<file path="src/rtl/spwm_pkg.sv">
// Types and constants shared by the slow PWM block and its channel interfaces.
// Depends on nothing.
`default_nettype none

package spwm_pkg;

   localparam int PERIOD_W  = 16;
   localparam int DUTY_W    = 8;
   localparam int STAMP_W   = 32;
   localparam int QUOT_W    = 9;
   localparam int REM_W     = 8;
   localparam int DTIME_W   = 16;

   localparam logic [PERIOD_W-1:0] PERIOD_RESET = 16'd4000;
   localparam logic [DUTY_W-1:0]   DUTY_FULL    = 8'd255;
   localparam logic [15:0]         RECIP_255    = 16'h8081;
   localparam int                  RECIP_SHIFT  = 23;

   typedef enum logic {
      OP_UPDATE   = 1'b0,
      OP_SET_DUTY = 1'b1
   } opcode_type;

   typedef struct packed {
      logic [QUOT_W-1:0] quot;
      logic [REM_W-1:0]  rem;
   } period_split_type;

   // period = 255 * quot + rem
   function automatic period_split_type period_split(input logic [PERIOD_W-1:0] period);
      logic [31:0]       prod;
      logic [QUOT_W-1:0] quot;
      logic [16:0]       rem_wide;
      period_split_type  split;
      prod     = 32'(period) * 32'(RECIP_255);
      quot     = prod[RECIP_SHIFT +: QUOT_W];
      rem_wide = 17'(period) - 17'(17'(quot) * 17'(DUTY_FULL));
      split.quot = quot;
      split.rem  = rem_wide[REM_W-1:0];
      return split;
   endfunction

endpackage

`default_nettype wire

</file>
<file path="src/rtl/spwm_req_if.sv">
// Request channel of the slow PWM block: opcode, time stamp and duty.
// Depends on spwm_pkg.
`default_nettype none

interface spwm_req_if;
   logic                               valid;
   logic                               ready;
   spwm_pkg::opcode_type               opcode;
   logic [spwm_pkg::STAMP_W-1:0]       now_ms;
   logic [spwm_pkg::DUTY_W-1:0]        duty;

   modport source (output valid, output opcode, output now_ms, output duty, input ready);
   modport sink   (input valid, input opcode, input now_ms, input duty, output ready);
endinterface

`default_nettype wire

</file>
<file path="src/rtl/spwm_rsp_if.sv">
// Response channel of the slow PWM block: drive level and duty in effect.
// Depends on spwm_pkg.
`default_nettype none

interface spwm_rsp_if;
   logic                               valid;
   logic                               ready;
   logic                               output_on;
   logic [spwm_pkg::DUTY_W-1:0]        duty_now;

   modport source (output valid, output output_on, output duty_now, input ready);
   modport sink   (input valid, input output_on, input duty_now, output ready);
endinterface

`default_nettype wire

</file>
<file path="src/rtl/spwm_duty_calc.sv">
// On time of one period: duty * period / 255, from the split period.
// Depends on spwm_pkg.
`default_nettype none

module spwm_duty_calc (
   input  logic [spwm_pkg::DUTY_W-1:0]  duty,
   input  spwm_pkg::period_split_type   split,
   output logic [spwm_pkg::DTIME_W-1:0] duty_time
);
   import spwm_pkg::*;

   logic [16:0] whole;
   logic [15:0] frac_prod;
   logic [16:0] frac_sum;
   logic [7:0]  frac;
   logic [16:0] total;

   // duty*period/255 = duty*quot + (duty*rem)/255, the latter below 2^16
   assign whole     = 17'(duty) * 17'(split.quot);
   assign frac_prod = 16'(duty) * 16'(split.rem);
   assign frac_sum  = 17'(frac_prod) + 17'(frac_prod[15:8]) + 17'd1;
   assign frac      = frac_sum[15:8];
   assign total     = whole + 17'(frac);
   assign duty_time = total[DTIME_W-1:0];

endmodule

`default_nettype wire

</file>
<file path="src/rtl/slow_pwm_with_late_compensation.sv">
// Slow time-proportioning PWM with lateness compensation, top level.
// Depends on spwm_pkg, spwm_req_if, spwm_rsp_if and spwm_duty_calc.
//
// Usage:
//   req_chan carries one transaction per time stamp: opcode update, or set duty
//   (load duty, clear lateness, start a period) followed by an update.
//   rsp_chan returns one transaction per request: drive level and duty in force.
//   csr_write_en/csr_write_data load the period in ms; write only while idle.
// Timing:
//   Request register, then the update logic into the response register.
//   The response register follows the request register. One transaction is
//   taken every cycle unless the response stalls, the lateness and drive
//   state closing in the update logic. Duty is multiplied in the request stage.
// Reset:
//   Period returns to 4000 ms, duty, lateness, period start and drive to zero;
//   both stages empty.
// Stall:
//   A stalled response holds; the request register fills and then req_chan
//   ready drops until the response is taken.
`default_nettype none

module slow_pwm_with_late_compensation #(
   parameter int TIME_BITS = 32
) (
   input  logic                             clock,
   input  logic                             reset,
   spwm_req_if.sink                         req_chan,
   spwm_rsp_if.source                       rsp_chan,
   input  logic                             csr_write_en,
   input  logic [spwm_pkg::PERIOD_W-1:0]    csr_write_data
);
   import spwm_pkg::*;

   logic [PERIOD_W-1:0]  period_ff;
   period_split_type     split_ff;
   logic [DUTY_W-1:0]    duty_level_ff, duty_level_in;
   logic [TIME_BITS-1:0] duty_late_ff, duty_late_in;
   logic [TIME_BITS-1:0] period_late_ff, period_late_in;
   logic [TIME_BITS-1:0] period_start_ff, period_start_in;
   logic                 drive_ff, drive_in;

   logic                 s1_valid_ff;
   opcode_type           s1_opcode_ff;
   logic [TIME_BITS-1:0] s1_now_ff;
   logic [DUTY_W-1:0]    s1_duty_ff;
   logic [DTIME_W-1:0]   s1_dtime_ff;

   logic                 rsp_valid_ff;
   logic                 rsp_on_ff;
   logic [DUTY_W-1:0]    rsp_duty_ff;

   logic                 s1_adv;
   logic                 req_take;
   logic [DUTY_W-1:0]    duty_sel;
   logic [DTIME_W-1:0]   dtime;

   logic                 set_duty;
   logic [TIME_BITS-1:0] late_base, plate_base, start_base;
   logic [TIME_BITS-1:0] d_w, period_w, half_w, corr;
   logic [TIME_BITS-1:0] adj_d, adj_p, elapsed, late_mid;
   logic                 drive_mid;

   assign s1_adv         = s1_valid_ff && (!rsp_valid_ff || rsp_chan.ready);
   assign req_chan.ready = !s1_valid_ff || s1_adv;
   assign req_take       = req_chan.valid && req_chan.ready;

   // use an incoming set-duty's own duty, else forward one still in the request register
   always_comb begin
      if (req_chan.opcode == OP_SET_DUTY) begin
         duty_sel = req_chan.duty;
      end else if (s1_valid_ff && s1_opcode_ff == OP_SET_DUTY) begin
         duty_sel = s1_duty_ff;
      end else begin
         duty_sel = duty_level_ff;
      end
   end

   spwm_duty_calc u_duty_calc (
      .duty      (duty_sel),
      .split     (split_ff),
      .duty_time (dtime)
   );

   always_comb begin
      set_duty   = (s1_opcode_ff == OP_SET_DUTY);
      late_base  = set_duty ? '0 : duty_late_ff;
      plate_base = set_duty ? '0 : period_late_ff;
      start_base = set_duty ? s1_now_ff : period_start_ff;
      duty_level_in = set_duty ? s1_duty_ff : duty_level_ff;

      d_w      = TIME_BITS'(s1_dtime_ff);
      period_w = TIME_BITS'(period_ff);
      half_w   = TIME_BITS'(period_ff >> 1);
      adj_d    = d_w - late_base;
      elapsed  = s1_now_ff - start_base;
      corr     = ($signed(half_w) >= $signed(plate_base)) ? plate_base : half_w;
      adj_p    = period_w - corr;

      drive_mid = drive_ff;
      late_mid  = late_base;
      if (drive_ff && $signed(elapsed) >= $signed(adj_d)) begin
         drive_mid = 1'b0;
         late_mid  = late_base + elapsed - d_w;
      end

      drive_in        = drive_mid;
      duty_late_in    = late_mid;
      period_late_in  = plate_base;
      period_start_in = start_base;
      if (!drive_mid && $signed(elapsed) >= $signed(adj_p)) begin
         if (adj_d[TIME_BITS-1]) begin
            duty_late_in = late_mid - d_w;
         end else begin
            drive_in = 1'b1;
         end
         period_late_in  = plate_base + elapsed - period_w;
         period_start_in = s1_now_ff;
      end
   end

   always_ff @(posedge clock) begin
      if (reset) begin
         period_ff       <= PERIOD_RESET;
         split_ff        <= period_split(PERIOD_RESET);
         duty_level_ff   <= '0;
         duty_late_ff    <= '0;
         period_late_ff  <= '0;
         period_start_ff <= '0;
         drive_ff        <= 1'b0;
         s1_valid_ff     <= 1'b0;
         rsp_valid_ff    <= 1'b0;
         rsp_on_ff       <= 1'b0;
         rsp_duty_ff     <= '0;
      end else begin
         if (csr_write_en) begin
            period_ff <= csr_write_data;
            split_ff  <= period_split(csr_write_data);
         end
         if (req_take) begin
            s1_valid_ff <= 1'b1;
         end else if (s1_adv) begin
            s1_valid_ff <= 1'b0;
         end
         if (s1_adv) begin
            duty_level_ff   <= duty_level_in;
            duty_late_ff    <= duty_late_in;
            period_late_ff  <= period_late_in;
            period_start_ff <= period_start_in;
            drive_ff        <= drive_in;
            rsp_valid_ff    <= 1'b1;
            rsp_on_ff       <= drive_in;
            rsp_duty_ff     <= duty_level_in;
         end else if (rsp_chan.ready) begin
            rsp_valid_ff <= 1'b0;
         end
      end
   end

   always_ff @(posedge clock) begin
      if (req_take) begin
         s1_opcode_ff <= req_chan.opcode;
         s1_now_ff    <= TIME_BITS'(req_chan.now_ms);
         s1_duty_ff   <= req_chan.duty;
         s1_dtime_ff  <= dtime;
      end
   end

   assign rsp_chan.valid     = rsp_valid_ff;
   assign rsp_chan.output_on = rsp_on_ff;
   assign rsp_chan.duty_now  = rsp_duty_ff;

`ifndef SYNTH
   a_rsp_tracks_drive: assert property (@(posedge clock) disable iff (reset)
      rsp_on_ff == drive_ff && rsp_duty_ff == duty_level_ff)
      else $error("response register out of step with drive state");

   a_adv_fills_rsp: assert property (@(posedge clock) disable iff (reset)
      s1_adv |=> rsp_valid_ff)
      else $error("processed transaction left no response");

   a_state_holds: assert property (@(posedge clock) disable iff (reset)
      !s1_adv |=> $stable(period_start_ff) && $stable(duty_late_ff)
                  && $stable(period_late_ff) && $stable(drive_ff))
      else $error("PWM state moved without a transaction");

   a_stalled_s1_kept: assert property (@(posedge clock) disable iff (reset)
      s1_valid_ff && !s1_adv |=> s1_valid_ff)
      else $error("request register dropped a waiting transaction");
`endif

endmodule

`default_nettype wire

</file>
<file path="src/flat_wrapper.sv">
// flat-port wrapper written by rule: the top's interface ports become plain ports
module slow_pwm_with_late_compensation_flat import spwm_pkg::*;
#(
   parameter int TIME_BITS = 32
)
  (clock, reset, csr_write_en, csr_write_data, req_chan_valid, req_chan_opcode, req_chan_now_ms, req_chan_duty, req_chan_ready, rsp_chan_valid, rsp_chan_output_on, rsp_chan_duty_now, rsp_chan_ready);
  spwm_req_if req_chan_i ();
  spwm_rsp_if rsp_chan_i ();
  input  logic clock;
  input  logic reset;
  input  logic csr_write_en;
  input  logic [spwm_pkg::PERIOD_W-1:0] csr_write_data;
  input wire logic [$bits(req_chan_i.valid)-1:0] req_chan_valid;
  input wire logic [$bits(req_chan_i.opcode)-1:0] req_chan_opcode;
  input wire logic [$bits(req_chan_i.now_ms)-1:0] req_chan_now_ms;
  input wire logic [$bits(req_chan_i.duty)-1:0] req_chan_duty;
  output wire logic [$bits(req_chan_i.ready)-1:0] req_chan_ready;
  output wire logic [$bits(rsp_chan_i.valid)-1:0] rsp_chan_valid;
  output wire logic [$bits(rsp_chan_i.output_on)-1:0] rsp_chan_output_on;
  output wire logic [$bits(rsp_chan_i.duty_now)-1:0] rsp_chan_duty_now;
  input wire logic [$bits(rsp_chan_i.ready)-1:0] rsp_chan_ready;
  assign req_chan_i.valid = req_chan_valid;
  assign req_chan_i.opcode = req_chan_opcode;
  assign req_chan_i.now_ms = req_chan_now_ms;
  assign req_chan_i.duty = req_chan_duty;
  assign req_chan_ready = req_chan_i.ready;
  assign rsp_chan_valid = rsp_chan_i.valid;
  assign rsp_chan_output_on = rsp_chan_i.output_on;
  assign rsp_chan_duty_now = rsp_chan_i.duty_now;
  assign rsp_chan_i.ready = rsp_chan_ready;
  slow_pwm_with_late_compensation #(.TIME_BITS(TIME_BITS)) u_core (.clock(clock), .reset(reset), .req_chan(req_chan_i), .rsp_chan(rsp_chan_i), .csr_write_en(csr_write_en), .csr_write_data(csr_write_data));
endmodule
</file>
<file path="config.mk">
export PLATFORM = sky130hd
export DESIGN_NAME = slow_pwm_with_late_compensation_flat
export DESIGN_NICKNAME = d
export VERILOG_FILES = /design/src/rtl/spwm_pkg.sv /design/src/rtl/spwm_req_if.sv /design/src/rtl/spwm_rsp_if.sv /design/src/rtl/spwm_duty_calc.sv /design/src/rtl/slow_pwm_with_late_compensation.sv /design/src/flat_wrapper.sv
export SDC_FILE = /design/constraint.sdc
export NUM_CORES = 1
export LEC_CHECK = 0
export BUFFER_PORTS_ARGS = -buffer_cell sky130_fd_sc_hd__buf_2
export CORE_MARGIN = 2
export CORE_UTILIZATION = 60
export CTS_BUF_LIST = sky130_fd_sc_hd__clkbuf_2
export DETAILED_ROUTE_END_ITERATION = 6
export GPL_ROUTABILITY_DRIVEN = 0
export PLACE_DENSITY_LB_ADDON = 0.15
export SLEW_MARGIN = 25
export SYNTH_ARGS = -nofsm -noshare
export SYNTH_HDL_FRONTEND = slang
export SYNTH_SLANG_ARGS = --single-unit
export TNS_END_PERCENT = 30
</file>
<file path="constraint.sdc">
create_clock -name clock -period 11.44 [get_ports clock]
set_clock_uncertainty 0.15 [all_clocks]
set_input_delay 1.716 -clock clock [delete_from_list [all_inputs] [get_ports clock]]
set_output_delay 1.716 -clock clock [all_outputs]
set_load 0.02 [all_outputs]
</file>
==> metrics.cfg <==
[global_route]
overflow = 0
grt_max_degree = 58
grt_pass1_wl_um = 113000
grt_usage_pct = 31.5
antenna_found_initial = 3
grt_pass1_vias = 23100

[final_layout]
drive_above_1_share_pct = 7.67
final_util_pct = 64.7
syn_to_final_growth_pct = 6.48
fin_nets = 3862

[critical_path]
crit_type = flip-flop to flip-flop
required_ns = 12.15
crit-reg2reg-launch = u_core.s1_opcode_ff$_DFFE_PP_
cpMostUsedCell = fa_1
cpMaxStageDelayCell = edfxtp_1
r2r_end = u_core.s1_dtime_ff[15]$_DFFE_PP_
start_kind = flip-flop
ff2ff_path_depth = 43
regToRegSetupSlack_ns = 0.65
worstSetupEndpoint = u_core.s1_dtime_ff[15]$_DFFE_PP_
cp-end-kind = flip-flop
critical_path_peak_fanout = 9
arrival_ns = 11.50
cpPeakStageDelay_ns = 0.54
startpoint = u_core.s1_opcode_ff$_DFFE_PP_

[sta]
hold_viol = 0
fin_crit_sh_pct = 94.4
grt_setup_unrepaired = no
timing.hold.ws_ns = 0.325
setup_tns_ns = 0
period_needed_ns = 10.79
finalMaxSlewViolations = 0
fmax_mhz = 92.6
max_slew.worst_pin.slew_ns = 0.979
setup_violations = 0
max_slew_margin_pct = 34.3

[floorplan]
rows = 76
die_h_um = 213
coreArea_sq_um = 43100
ios = 73
die_w_um = 213
dieArea_sq_um = 45300
start_util_pct = 60.8

[logic_synthesis]
synth_nets = 3773
avgSynthCellArea_sq_um = 8.29
seq_area_frac_synth_pct = 17.2
netlist.area_leader.share_pct = 19.9
netlist-cell-type-count = 99
synth.most_common_cell = ha_1
syn_area_sq_um = 26200
synth-edff-count = 57
ys_seq_elements = 197
synthTopCellsByArea = ha_1, dfxtp_1, fa_1, edfxtp_1, inv_1
synthArstFlopShare_pct = 0
netlist_top_cells_count = ha_1, inv_1, nand2_1
synth_top_cell_by_area = ha_1
synth-main-ff-cell = dfxtp_1
yosys_warnings = 0
syn_inst = 3158

[min_path]
min_path_type = flip-flop to flip-flop

[clocking]
clockBufferDepth = 2
cts_root_buf = clkbuf_2
cts_tree = built
clock_latency_ns = 1.10
clkTransAtPathRegs_ns = 0.27
clkSinkCount = 197
holdBufCountCts = 0
h-tree-depth = 4
cts_buffers = 17

[drt]
drt_iter0_markers = 1577
via_count = 23200
wl_per_cell_um = 18.0
detail-route-antenna-nets = 0
drt_pass1_iterations = 7
wl_um = 69400
via_per_inst = 6.03
drcViolationCount = 13

[place]
port_buffers = 72
dp_hpwl_um = 56600

[run_status]
run_status = finished, violations left
violations = DRC

[job]
maxCapViolCount = 0

[routing by layer]
layer  wire length, um  global-route usage [%]  up-vias
li1                  -                       -    11200
met1             28000                    36.4    11100
met2             34000                    55.7      701
met3              3630                    5.24      210
met4              3750                    16.3        2
met5                13                       0        -
[critical path: cells and delay by family, from the launching register on]
kind            cells  cell delay [ns]
buf+inv             6             0.31
compound gates     17             3.32
xor+xnor            3             0.33
mux                 1             0.33
simple gates        5             0.84
fa+ha+maj          11             4.74
flops               1             0.54
[how the worst min path moves through the flow]
| stage | startpoint | to | depth (start not counted) |
|---|---|---|---|
| final | u_core.duty_late_ff[0]$_SDFFE_PP0P_ | u_core.duty_late_ff[0]$_SDFFE_PP0P_ | 2 |
| after floorplan | u_core.period_late_ff[14]$_SDFFE_PP0P_ | u_core.period_late_ff[14]$_SDFFE_PP0P_ | 2 |
| after global placement | u_core.duty_late_ff[0]$_SDFFE_PP0P_ | u_core.duty_late_ff[0]$_SDFFE_PP0P_ | 2 |
| after detailed placement | u_core.duty_late_ff[0]$_SDFFE_PP0P_ | u_core.duty_late_ff[0]$_SDFFE_PP0P_ | 2 |
| after global routing | u_core.duty_late_ff[0]$_SDFFE_PP0P_ | u_core.duty_late_ff[0]$_SDFFE_PP0P_ | 2 |
| after CTS | u_core.duty_late_ff[0]$_SDFFE_PP0P_ | u_core.duty_late_ff[0]$_SDFFE_PP0P_ | 2 |
[timing repair]
action	in CTS	in global routing
resized for setup	0	8
setup buffers	0	1
endpoints found under the setup margin	0	5
[layout make-up]
cell class,count,area (sq um)
tap,585,732
clock buffer,17,85.1
clock inverter,15,123
sequential,197,4510
fill,3668,15200
multi-input combinational,2514,20000
antenna,2,5.00
inverter,353,1330
timing repair buffer,164,1080
[cells in the final DEF, fill, tap and decap left out, drive strengths merged, types with 23 or more instances in the layout]
| cell type | synthesis | layout |
|---|---|---|
| edfxtp | 57 | 57 |
| a21oi | 210 | 210 |
| nand2 | 290 | 290 |
| inv | 352 | 357 |
| dfxtp | 140 | 140 |
| nand2b | 36 | 36 |
| buf | 24 | 164 |
| nand4 | 30 | 30 |
| a21o | 80 | 80 |
| and3 | 23 | 23 |
| nor2b | 40 | 40 |
| xnor2 | 132 | 132 |
| nor2 | 248 | 248 |
| o21ai | 146 | 146 |
| o21bai | 29 | 29 |
| o21a | 30 | 30 |
| nor3 | 52 | 52 |
| a211oi | 32 | 32 |
| and2 | 90 | 90 |
| mux2i | 90 | 90 |
| xor2 | 63 | 63 |
| a22oi | 24 | 24 |
| ha | 417 | 417 |
| nand3 | 56 | 56 |
| fa | 136 | 136 |
[state kept, by name (all words and copies together), names as in the netlist]
signal / cells
u_core.duty_late_ff: 32
u_core.period_late_ff: 32
u_core.split_ff: 17
u_core.period_ff: 16
u_core.rsp_chan.duty_now: 8
u_core.period_start_ff: 32
u_core.s1_dtime_ff: 16
u_core.s1_valid_ff: 1
u_core.s1_duty_ff: 8
u_core.rsp_chan.valid: 1
u_core.drive_ff: 1
u_core.s1_opcode_ff: 1
u_core.s1_now_ff: 32
[per-stage QoR]
step / area [sq um] / setup slack (ns) / cells
floorplan: 26200 / 0.0108 / 3158
global placement: 27600 / -0.140 / 3812
detailed placement: 27600 / -0.578 / 3812
CTS: 27800 / 0.260 / 3844
global route: 27900 / 0.0153 / 3847
finish: 27900 / 0.645 / 3847
[kinds of logic after synthesis]
logic type                 count (synthesis)  synth area share (%)
AOI/OAI and AO/OA                        727                  18.4
muxes                                     93                  3.57
and+or+nand+nor                          943                  17.2
DFF                                      197                  17.2
xor gates and xnor gates                 197                  6.73
buffers and inverters                    447                  6.49
adders and majority gates                554                  30.4
Power is left out: the tool's default activity adds up to more than one toggle a clock period on the data nets, which glitch-free logic cannot reach.
